**src/bmhq_pkg.sv**
```systemverilog
// shared constants, codes and types of the binary min-heap queue
`timescale 1ns / 1ps

package bmhq_pkg;

  localparam int CAPACITY_DEF = 1024;
  localparam int ID_BITS_DEF  = 20;
  localparam int KEY_BITS_DEF = 16;

  localparam logic OP_PUSH = 1'b0;
  localparam logic OP_POP  = 1'b1;

  localparam logic [1:0] STATUS_DONE  = 2'd0;
  localparam logic [1:0] STATUS_FULL  = 2'd1;
  localparam logic [1:0] STATUS_EMPTY = 2'd2;

  typedef enum logic [2:0] {
    ST_IDLE,
    ST_PUSH_CMP,
    ST_POP_LAST,
    ST_POP_CMP,
    ST_PLACE,
    ST_DONE
  } state_t;

endpackage

```
**src/bmhq_ctrl.sv**
```systemverilog
// sift sequencer: reads, compares and writes back heap entries level by level
`timescale 1ns / 1ps

module bmhq_ctrl
  import bmhq_pkg::*;
#(
  parameter int CAPACITY = CAPACITY_DEF,
  parameter int ID_BITS  = ID_BITS_DEF,
  parameter int KEY_BITS = KEY_BITS_DEF
) (
  input  logic                          clk,
  input  logic                          rst,
  input  logic                          in_valid,
  output logic                          in_ready,
  input  logic                          in_op,
  input  logic [ID_BITS-1:0]            in_id,
  input  logic [KEY_BITS-1:0]           in_key,
  output logic                          res_valid,
  input  logic                          res_ready,
  output logic [ID_BITS-1:0]            res_pid,
  output logic [KEY_BITS-1:0]           res_pkey,
  output logic [1:0]                    res_status,
  output logic [$clog2(CAPACITY+1)-1:0] res_count,
  output logic                          res_root_valid,
  output logic [KEY_BITS-1:0]           res_root_key,
  output logic                          ram_we,
  output logic [$clog2(CAPACITY)-1:0]   ram_waddr,
  output logic [ID_BITS+KEY_BITS-1:0]   ram_wdata,
  output logic [$clog2(CAPACITY)-1:0]   ram_raddr_a,
  output logic [$clog2(CAPACITY)-1:0]   ram_raddr_b,
  input  logic [ID_BITS+KEY_BITS-1:0]   ram_rdata_a,
  input  logic [ID_BITS+KEY_BITS-1:0]   ram_rdata_b
);

  localparam int AW = $clog2(CAPACITY);
  localparam int CW = $clog2(CAPACITY+1);
  localparam int PW = CW + 1;
  localparam int EW = ID_BITS + KEY_BITS;

  state_t state, state_next;

  logic [CW-1:0]       count;
  logic [AW-1:0]       pos;
  logic [ID_BITS-1:0]  cur_id;
  logic [KEY_BITS-1:0] cur_key;
  logic [ID_BITS-1:0]  pid;
  logic [KEY_BITS-1:0] pkey;
  logic [1:0]          status;
  logic [ID_BITS-1:0]  root_id;
  logic [KEY_BITS-1:0] root_key;

  logic                accept;
  logic                is_full;
  logic                is_empty;
  logic [CW-1:0]       count_m1;
  logic [AW-1:0]       up;
  logic [AW-1:0]       up_parent;
  logic [KEY_BITS-1:0] key_a;
  logic [KEY_BITS-1:0] key_b;
  logic                push_stop;
  logic [PW-1:0]       lft;
  logic [PW-1:0]       rgt;
  logic                pick_right;
  logic [PW-1:0]       pick;
  logic [AW-1:0]       pick_pos;
  logic [EW-1:0]       pick_entry;
  logic [KEY_BITS-1:0] pick_key;
  logic                pop_stop;
  logic [PW-1:0]       nxt_lft;
  logic                pop_leaf;

  assign accept    = in_valid && in_ready;
  assign is_full   = (count == CW'(CAPACITY));
  assign is_empty  = (count == '0);
  assign count_m1  = count - CW'(1);
  assign up        = (pos - AW'(1)) >> 1;
  assign up_parent = (up - AW'(1)) >> 1;
  assign key_a     = ram_rdata_a[KEY_BITS-1:0];
  assign key_b     = ram_rdata_b[KEY_BITS-1:0];
  assign push_stop = (key_a <= cur_key);

  assign lft        = PW'({pos, 1'b1});
  assign rgt        = lft + PW'(1);
  assign pick_right = (rgt < PW'(count)) && (key_b < key_a);
  assign pick       = pick_right ? rgt : lft;
  assign pick_pos   = pick[AW-1:0];
  assign pick_entry = pick_right ? ram_rdata_b : ram_rdata_a;
  assign pick_key   = pick_entry[KEY_BITS-1:0];
  assign pop_stop   = (pick_key >= cur_key);
  assign nxt_lft    = PW'({pick_pos, 1'b1});
  assign pop_leaf   = (nxt_lft >= PW'(count));

  // next state
  always_comb begin
    state_next = state;
    unique case (state)
      ST_IDLE: begin
        if (accept) begin
          if (in_op == OP_PUSH) begin
            if (is_full) begin
              state_next = ST_DONE;
            end else if (is_empty) begin
              state_next = ST_PLACE;
            end else begin
              state_next = ST_PUSH_CMP;
            end
          end else begin
            if (is_empty || count == CW'(1)) begin
              state_next = ST_DONE;
            end else begin
              state_next = ST_POP_LAST;
            end
          end
        end
      end
      ST_PUSH_CMP: begin
        if (push_stop) begin
          state_next = ST_DONE;
        end else if (up == '0) begin
          state_next = ST_PLACE;
        end
      end
      ST_POP_LAST: begin
        if (count == CW'(1)) begin
          state_next = ST_PLACE;
        end else begin
          state_next = ST_POP_CMP;
        end
      end
      ST_POP_CMP: begin
        if (pop_stop) begin
          state_next = ST_DONE;
        end else if (pop_leaf) begin
          state_next = ST_PLACE;
        end
      end
      ST_PLACE: state_next = ST_DONE;
      ST_DONE: begin
        if (res_ready) begin
          state_next = ST_IDLE;
        end
      end
      default: state_next = ST_IDLE;
    endcase
  end

  // outputs and memory port control
  always_comb begin
    in_ready    = 1'b0;
    res_valid   = 1'b0;
    ram_we      = 1'b0;
    ram_waddr   = pos;
    ram_wdata   = {cur_id, cur_key};
    ram_raddr_a = up_parent;
    ram_raddr_b = AW'(nxt_lft + PW'(1));
    unique case (state)
      ST_IDLE: begin
        in_ready = 1'b1;
        if (in_op == OP_PUSH) begin
          ram_raddr_a = AW'(count_m1 >> 1);
        end else begin
          ram_raddr_a = count_m1[AW-1:0];
        end
      end
      ST_PUSH_CMP: begin
        ram_we = 1'b1;
        if (!push_stop) begin
          ram_wdata = ram_rdata_a;
        end
      end
      ST_POP_LAST: begin
        ram_raddr_a = AW'(1);
        ram_raddr_b = AW'(2);
      end
      ST_POP_CMP: begin
        ram_we      = 1'b1;
        ram_raddr_a = nxt_lft[AW-1:0];
        if (!pop_stop) begin
          ram_wdata = pick_entry;
        end
      end
      ST_PLACE: ram_we = 1'b1;
      ST_DONE:  res_valid = 1'b1;
      default: ;
    endcase
  end

  always_ff @(posedge clk) begin
    if (rst) begin
      state <= ST_IDLE;
      count <= '0;
    end else begin
      state <= state_next;
      if (accept) begin
        if (in_op == OP_PUSH && !is_full) begin
          count <= count + CW'(1);
        end else if (in_op == OP_POP && !is_empty) begin
          count <= count_m1;
        end
      end
    end
  end

  always_ff @(posedge clk) begin
    if (ram_we && ram_waddr == '0) begin
      root_id  <= ram_wdata[EW-1:KEY_BITS];
      root_key <= ram_wdata[KEY_BITS-1:0];
    end
    unique case (state)
      ST_IDLE: begin
        if (accept) begin
          pid     <= '0;
          pkey    <= '0;
          status  <= STATUS_DONE;
          cur_id  <= in_id;
          cur_key <= in_key;
          pos     <= count[AW-1:0];
          if (in_op == OP_PUSH) begin
            if (is_full) begin
              status <= STATUS_FULL;
            end
          end else begin
            if (is_empty) begin
              status <= STATUS_EMPTY;
            end else begin
              pid  <= root_id;
              pkey <= root_key;
            end
          end
        end
      end
      ST_PUSH_CMP: begin
        if (!push_stop) begin
          pos <= up;
        end
      end
      ST_POP_LAST: begin
        cur_id  <= ram_rdata_a[EW-1:KEY_BITS];
        cur_key <= key_a;
        pos     <= '0;
      end
      ST_POP_CMP: begin
        if (!pop_stop) begin
          pos <= pick_pos;
        end
      end
      ST_PLACE: ;
      ST_DONE:  ;
      default: ;
    endcase
  end

  assign res_pid        = pid;
  assign res_pkey       = pkey;
  assign res_status     = status;
  assign res_count      = count;
  assign res_root_valid = !is_empty;
  assign res_root_key   = is_empty ? '0 : root_key;

endmodule

```
**config.mk**
```make
export PLATFORM = sky130hd
export DESIGN_NAME = bmhq_ctrl
export DESIGN_NICKNAME = d
export VERILOG_FILES = /design/src/bmhq_pkg.sv /design/src/bmhq_ctrl.sv
export SDC_FILE = /design/constraint.sdc
export NUM_CORES = 1
export LEC_CHECK = 0
export CORE_MARGIN = 2
export CORE_UTILIZATION = 50
export DETAILED_ROUTE_END_ITERATION = 8
export DONT_BUFFER_PORTS = 1
export GPL_TIMING_DRIVEN = 0
export MAX_ROUTING_LAYER = met4
export PLACE_DENSITY = 0.62
export SLEW_MARGIN = 20
export SYNTH_ARGS = -nofsm -noshare
export SYNTH_HDL_FRONTEND = slang
export SYNTH_SLANG_ARGS = --single-unit
```
**constraint.sdc**
```tcl
create_clock -name clk -period 12.2 [get_ports clk]
set_clock_uncertainty 0.15 [all_clocks]
set_input_delay 0.61 -clock clk [delete_from_list [all_inputs] [get_ports clk]]
set_output_delay 0.61 -clock clk [all_outputs]
set_load 0.05 [all_outputs]
```
==> reports/qor.csv, run 1 <==
metric,value,unit
Syn Std Cell Area,9299,µm²
Worst setup SP type,flip-flop,
setup TNS,0,ns
postcts setup bufs,0,
detailed-route via count,7890,
io pins,248,
via/cell ratio,6.126,
initial core utilization,51.41,%
area of the core,18090,µm²
DIE WIDTH,140.4,µm
Port Buf Inserts,0,
Max Cap Violations,0,
1st-pass router iterations,5,
clk root buf,clkbuf_16,
gr ovfl total,0,
crit end category,output port,
dpl cells,1253,
worst-path fanout max,10,
syn nets,1182,
Filler cells,1626,
Synth area leaders,"edfxtp_1 39%, ha_1 10%, nand2_1 5.2%",
routed wire length per instance,22.91,µm
Pins Over Slew Limit,0,
die area,19710,µm²
Hold Buf Count CTS,0,
clk buf depth,2,
"EDFF count, synth",120,
1st-iter DRT viols,573,
CP max stage delay,0.71,ns
fmax,112.2,MHz
RSZ-0062 raised after global routing,false,
critical path's slowest cell,edfxtp_1,
Slew headroom,19.85,%
post-synth top area share,38.75,%
register area share after synthesis,41.77,%
actual slew at the worst max-slew pin,1.224,ns
post-synth top area cell,edfxtp_1,
Hold Path Class,input pin to flip-flop,
clock buffer count from CTS,17,
#FFs+latches synth,134,
nets@finish,1233,
most frequent cells in the layout,"129 x nand2_1, 120 x edfxtp_1, 75 x ha_1",
vias in the first global route,7559,
"FFs w/ async S/R, synth",0,%
Most used DFF post-synth,edfxtp_1,
Layout Cells excl Fill,1288,
post-DP HPWL,22870,µm
share of cells above drive strength 1,9.735,%
clk_lat worst skew,0.43,ns
Util after Layout,57.82,%
CTS tree,built,
Final setup violation count,0,
PostCTS Resize Cnt,0,
H-tree depth,4,
pin count of the biggest net entering global routing,27,
period utilization,73.08,%
final hold violations,0,
"Min Clock Period, post-route",8.916,ns
antenna-violating nets left,0,
Crit path required time,11.44,ns
final WL,29510,µm
clk slew on worst S/H paths,0.08,ns
Area Growth Syn to Fin,12.46,%
class of the most critical setup path,flip-flop to output port,
status,completed,
total clock sinks,134,
# DRC,0,
Total GRT Usage,30.51,%
Placer Congestion,0.9692,
Yosys cell types,67,
Synth Warn #,0,
Vert. Die Dim,140.4,µm
initial antenna violation count,0,
synthesized area per cell,9.355,µm²
CP Data Arrival Time,8.16,ns
Cell Rows,49,
first-pass GRT wire length,44610,µm
"commonest non-fill, non-tap cell in the layout",nand2_1,
Post-Syn Instances,994,
## per-layer routing
layer | vias to the layer above | global-route usage [%] | part of all wire [%]
li1 | 3738 | - | -
met4 | 0 | 8.293 | 1.8
met1 | 3776 | 39.43 | 43
met5 | - | - | 0
met2 | 335 | 47.78 | 46
met3 | 41 | 8.034 | 9.3
## synthesized netlist by cell type, types with 16 or more instances
library cell / count
edfxtp_1: 120
a221o_1: 22
o211ai_1: 19
inv_1: 54
and2_1: 57
nor2_1: 46
o21ai_0: 46
mux2_2: 16
a21oi_1: 52
nand2_1: 130
xnor2_1: 30
nor3_1: 23
clkbuf_1: 47
a21o_1: 17
nand3_1: 51
ha_1: 75
and3_1: 24
## worst max-delay path: cells and delay by family, from the launching register on
family          cells  cell delay, ns
compound gates      6            1.78
xor+xnor            1            0.08
fa+ha+maj           2            0.61
buf+inv             7            2.40
flops               1            0.71
mux                 1            0.41
simple gates        9            1.71
## metrics by stage
stage	setup WS, ns	area (µm²)	hold slack, ns
after floorplan	5.437	9299	0.3467
after detailed placement	3.775	9859	0.3533
after global routing	2.885	10460	0.09724
final	3.284	10460	0.1050
after CTS	3.320	10440	0.09638
after global placement	3.662	9585	0.3494
## flip-flops by register name, indices dropped and copies added, names as in the netlist
name / count
cur_id: 20
res_pid: 20
root_id: 20
cur_key: 16
res_pkey: 16
root_key: 16
res_count: 11
ram_waddr: 10
state: 3
res_status: 2
## path summary, 6_finish.rpt
check,startpoint,endpoint,slack [ns],cells past startpoint
hold reg to reg,root_id[19],res_pid[19],0.36,1
hold / removal,rst,res_count[3],0.11,1
setup / recovery,ram_waddr[0],ram_wdata[2],3.28,26
setup reg to reg,ram_waddr[0],root_key[6],4.01,27
## kinds of logic (layout without fill, tap and decap cells)
kind of cell               Yosys count  after routing  share of synthesized area (%)
and+or+nand+nor                    392            392                          21.12
AOI/OAI and AO/OA                  213            213                          15.69
DFF                                134            134                          41.77
buffers and inverters              117            181                          4.884
adders and majority gates           75             75                          10.09
xor gates and xnor gates            42             42                          4.037
muxes                               20             20                          2.368
other                                1              2                        0.04033
## area by class of cell
class	count	area [µm²]	share of cell area (%)
Multi-Input combinational cell	743	4974	47.56
Sequential cell	134	3884	37.14
Clock buffer	17	425.4	4.068
Tap cell	229	286.5	2.740
Timing Repair Buffer	32	272.8	2.608
Buffer	61	244.0	2.333
Inverter	56	210.2	2.010
Clock inverter	15	158.9	1.520
Antenna cell	1	2.502	0.02393
Power of run 1 is left out: the tool's default activity adds up to more than one toggle a clock period on the data nets, which glitch-free logic cannot reach.
==> run 2, diff against run 1 <==
==> constraint.sdc (replaced) <==
create_clock -name clk -period 8.25 [get_ports clk]
set_clock_uncertainty 0.15 [all_clocks]
set_input_delay 0.4125 -clock clk [delete_from_list [all_inputs] [get_ports clk]]
set_output_delay 0.4125 -clock clk [all_outputs]
set_load 0.05 [all_outputs]
==> run 2 against run 1 <==
Against the previous run:
- design area increased by 0.85%
- sequential share of layout area decreased by 0.31 points
- global-route usage about the same
- utilization increased by 0.49 points
- die area unchanged
- critical path type unchanged
- via count increased by 0.86%
- worst setup slack got worse by 2.9 ns
==> reports/qor.csv, run 2 (synthesis results as in run 1) <==
metric,value,unit
crit-path leading delay family,buffers and inverters,
Worst R2R Path Depth,27,
detailed-route via count,7958,
critical path's slowest cell,edfxtp_1,
fin area,10550,µm²
"commonest non-fill, non-tap cell in the layout",nand2_1,
Buf/Inv on CP,7,
FF-to-FF setup slack,0.93,ns
Critical Path Source,ram_waddr[0],
period utilization,95.21,%
placed cell areas,9859,µm²
1st-iter DRT viols,596,
crit end category,output port,
Filler cells,1634,
Crit path top cell by count,nand3_1,
Placer Congestion,0.9692,
1st-pass router iterations,5,
fmax,127.3,MHz
class of the most critical setup path,flip-flop to output port,
clk buf depth,2,
Crit path required time,7.69,ns
total clock sinks,134,
actual slew at the worst max-slew pin,1.202,ns
initial antenna violation count,0,
share of cells above drive strength 1,12.51,%
antenna-violating nets left,0,
Total GRT Usage,30.53,%
first-pass GRT wire length,44650,µm
most frequent cells in the layout,"129 x nand2_1, 120 x edfxtp_1, 75 x ha_1",
Port Buf Inserts,0,
Area Growth Syn to Fin,13.42,%
area of the core,18090,µm²
Util after Layout,58.31,%
Slew headroom,21.31,%
final WL,29510,µm
# DRC,0,
DIE WIDTH,140.4,µm
clk root buf,clkbuf_16,
dpl cells,1253,
pre-CTS setup slack,0.02263,ns
initial core utilization,51.41,%
status,completed,
Worst Setup EP,ram_wdata[2],
CP Data Arrival Time,7.29,ns
io pins,248,
nets@finish,1238,
Cell Rows,49,
Final setup violation count,0,
Critical R2R Launch,ram_waddr[0],
RSZ-0062 raised after global routing,false,
Vert. Die Dim,140.4,µm
clock buffer count from CTS,17,
"Min Clock Period, post-route",7.855,ns
vias in the first global route,7570,
routed wire length per instance,22.82,µm
Pins Over Slew Limit,0,
H-tree depth,4,
Max Cap Violations,0,
Worst path depth,26,
clk_lat worst skew,0.42,ns
via/cell ratio,6.155,
Hold Path Class,input pin to flip-flop,
worst-path fanout max,10,
final hold violations,0,
CP max stage delay,0.70,ns
pin count of the biggest net entering global routing,27,
CTS tree,built,
Layout Cells excl Fill,1293,
fin worst setup slack,0.3949,ns
post-DP HPWL,22870,µm
r2r endpoint,root_key[6],
Worst setup SP type,flip-flop,
gr ovfl total,0,
die area,19710,µm²
clk slew on worst S/H paths,0.07,ns
[run 2: cell types whose count changed in the layout (fill, tap and decap cells not counted)]
cell           delta
a21oi_2           -1
a21oi_4           +1
a221o_1          -20
a221o_2          +20
buf_1             -1
buf_4             +5
clkbuf_1          -4
clkbuf_2          +4
dlygate4sd3_1     +1
inv_2             -1
inv_4             +1
nor3_1            -1
nor3_2            +1
[run 2: how the worst min path moves through the flow]
stage                          startpoint      endpoint  slack, ns  depth (start not counted)
after floorplan                       rst  res_count[3]       0.34                          1
after global placement                rst  res_count[3]       0.35                          1
after detailed placement              rst  res_count[3]       0.35                          1
after CTS                 ram_rdata_a[20]     cur_id[4]      0.004                          2
after global routing      ram_rdata_a[20]     cur_id[4]       0.02                          2
final                     ram_rdata_a[20]     cur_id[4]       0.02                          2
[run 2: worst register-to-register path, delay by kind of cell, from the launching register on]
kind	cells	cell delay [ns]
simple gates	9	1.60
mux	1	0.39
flops	1	0.70
compound gates	6	1.48
fa+ha+maj	2	0.61
xor+xnor	1	0.08
buf+inv	8	2.06
[run 2: layout make-up]
class                   instances  area, µm²  area share [%]
diodes                          1      2.502         0.02373
plain buffers                  61      252.7           2.396
clock buffers                  17      425.4           4.034
clock inverters                15      158.9           1.507
inverters                      56      212.7           2.017
multi-input cells             743       5011           47.51
flip-flops and latches        134       3884           36.83
well taps                     229      286.5           2.717
repair buffers                 37      312.8           2.966
[run 2: through the flow]
stage	setup TNS (ns)	hold WS, ns
detailed placement	0	0.3471
finish	0	0.01584
global placement	-1.755	0.3471
global route	0	0.01637
floorplan	0	0.3418
CTS	0	0.004021
[run 2: routing by layer]
layer	vias up	global-route usage (%)	wire, µm
li1	3758	-	-
met1	3800	39.48	12560
met2	362	47.81	13620
met3	38	8.034	2839
met4	0	8.293	486
met5	-	-	0
[run 2: timing repair]
item | CTS | global route
hold buffers | 1 | 0
endpoints found under the hold margin | 1 | 0
endpoints found under the setup margin | 35 | 31
cloned | 0 | 0
pin swaps | 0 | 1
gates resized for setup | 15 | 17
buffers inserted | 0 | 4
Power of run 2 is left out for the same reason.
==> run 3, diff against run 2 <==
--- a/config.mk
+++ b/config.mk
@@ -5,6 +5,7 @@
 export SDC_FILE = /design/constraint.sdc
 export NUM_CORES = 1
 export LEC_CHECK = 0
+export CORE_ASPECT_RATIO = 0.6
 export CORE_MARGIN = 2
 export CORE_UTILIZATION = 50
 export DETAILED_ROUTE_END_ITERATION = 8
==> run 3 against run 2 <==
Against the previous run:
- final cell count increased by 2.5%
- critical path depth unchanged
- first-iteration DRC count increased by 68%
- maximum frequency decreased by 1.4%
- critical endpoint is now ram_wdata[1]
- largest cell class unchanged
- design area increased by 2.8%
- via count increased by 4.7%
==> reports/qor.csv, run 3 (synthesis results as in run 1) <==
metric,value,unit
status,completed,
H-tree depth,4,
via/cell ratio,6.291,
die area,19740,µm²
gr ovfl total,0,
Total GRT Usage,33.21,%
first-pass GRT wire length,46910,µm
Final setup violation count,0,
Area Growth Syn to Fin,16.64,%
period utilization,96.58,%
# DRC,0,
"commonest non-fill, non-tap cell in the layout",nand2_1,
actual slew at the worst max-slew pin,1.154,ns
class of the most critical setup path,flip-flop to output port,
clock buffer count from CTS,17,
final WL,32620,µm
Pins Over Slew Limit,0,
clk buf depth,2,
Worst Setup EP,ram_wdata[1],
Critical Path Source,ram_waddr[1],
crit end category,output port,
crit-path leading delay family,buffers and inverters,
share of cells above drive strength 1,12.44,%
Worst path depth,26,
initial core utilization,51.20,%
nets@finish,1260,
clk_lat worst skew,0.45,ns
routed wire length per instance,24.62,µm
FF-to-FF setup slack,0.78,ns
register area,3884,µm²
Hold Crit Start,in_id[9],
Slew headroom,24.43,%
Layout Cells excl Fill,1325,
area of the core,18160,µm²
"Min Clock Period, post-route",7.968,ns
critical path's slowest cell,edfxtp_1,
Critical R2R Launch,ram_waddr[1],
clk slew on worst S/H paths,0.07,ns
CTS tree,built,
antenna diode count,0,
Hold Path Class,input pin to flip-flop,
final hold violations,0,
area of the multi-input gates,5015,µm²
1st-pass router iterations,5,
Buf/Inv on CP,7,
Cell Rows,38,
most frequent cells in the layout,"129 x nand2_1, 120 x edfxtp_1, 75 x ha_1",
fmax,125.5,MHz
Worst R2R Path Depth,27,
DIE WIDTH,180.1,µm
Worst setup SP type,flip-flop,
Max Cap Violations,0,
Crit path top cell by count,nand3_1,
clk root buf,clkbuf_16,
total clock sinks,134,
CP Data Arrival Time,7.41,ns
Port Buf Inserts,0,
initial antenna violation count,1,
Vert. Die Dim,109.6,µm
vias in the first global route,7352,
dpl cells,1269,
antenna-violating nets left,0,
post-DP HPWL,25180,µm
Util after Layout,59.72,%
worst-path fanout max,10,
Placer Congestion,0.9685,
pin count of the biggest net entering global routing,22,
CP max stage delay,0.68,ns
Filler cells,1595,
r2r endpoint,root_key[1],
detailed-route via count,8335,
Crit path required time,7.69,ns
1st-iter DRT viols,999,
io pins,248,
## run 3: worst reg2reg max path, delay by kind of cell, from the launching register on
| kind | cells | cell delay, ns |
|---|---|---|
| XOR/XNOR | 1 | 0.08 |
| flip-flops | 1 | 0.68 |
| AO/OA/AOI/OAI | 6 | 1.63 |
| adder cells (fa/ha/maj) | 2 | 0.64 |
| AND/OR/NAND/NOR | 9 | 1.55 |
| multiplexers | 1 | 0.38 |
| buffers and inverters | 8 | 2.08 |
## run 3: worst min-delay path by stage
| stage | cells after the start | slack (ns) | end |
|---|---|---|---|
| 2_1_floorplan | 1 | 0.34 | res_count[3] |
| 3_3_place_gp | 1 | 0.35 | res_pid[10] |
| 3_5_place_dp | 1 | 0.35 | res_count[3] |
| 4_1_cts | 2 | 0.0007 | cur_id[9] |
| 5_1_grt | 2 | 0.004 | cur_id[16] |
| 6_report | 2 | 0.008 | cur_id[9] |
## run 3: cell type report
class                      instances  share of cell area, %
sequential                       134                  35.81
clock buffer                      17                  3.922
tap                              240                  2.768
inverter                          56                  1.938
timing repair buffer              59                  5.191
multi-input combinational        743                  46.23
buffer                            61                  2.365
clock inverter                    15                  1.776
## run 3: routing by layer
layer | routed length (µm) | global-route usage [%] | vias up
met4 | 292 | 6.509 | 0
met5 | 0 | - | -
met2 | 12490 | 40.64 | 514
met1 | 15450 | 50.67 | 4010
li1 | - | - | 3792
met3 | 4386 | 12.06 | 19
## run 3: timing repair
| action | CTS | global route |
|---|---|---|
| endpoints found under the hold margin | 15 | 0 |
| resized for setup | 8 | 26 |
| hold buffers | 20 | 0 |
| setup buffers | 0 | 2 |
| pin swaps | 0 | 1 |
| setup endpoints to repair | 30 | 33 |
## run 3: metrics by stage
stage               area (µm²)  setup slack [ns]  TNS (ns)  hold slack (ns)
CTS                      10780           0.01225         0        0.0007338
detailed placement        9948            0.2077         0           0.3519
finish                   10850            0.2820         0         0.008303
global placement          9599           0.01282         0           0.3493
floorplan                 9299             1.652         0           0.3418
global route             10850          -0.04791  -0.06520         0.003544
Power of run 3 is left out for the same reason.
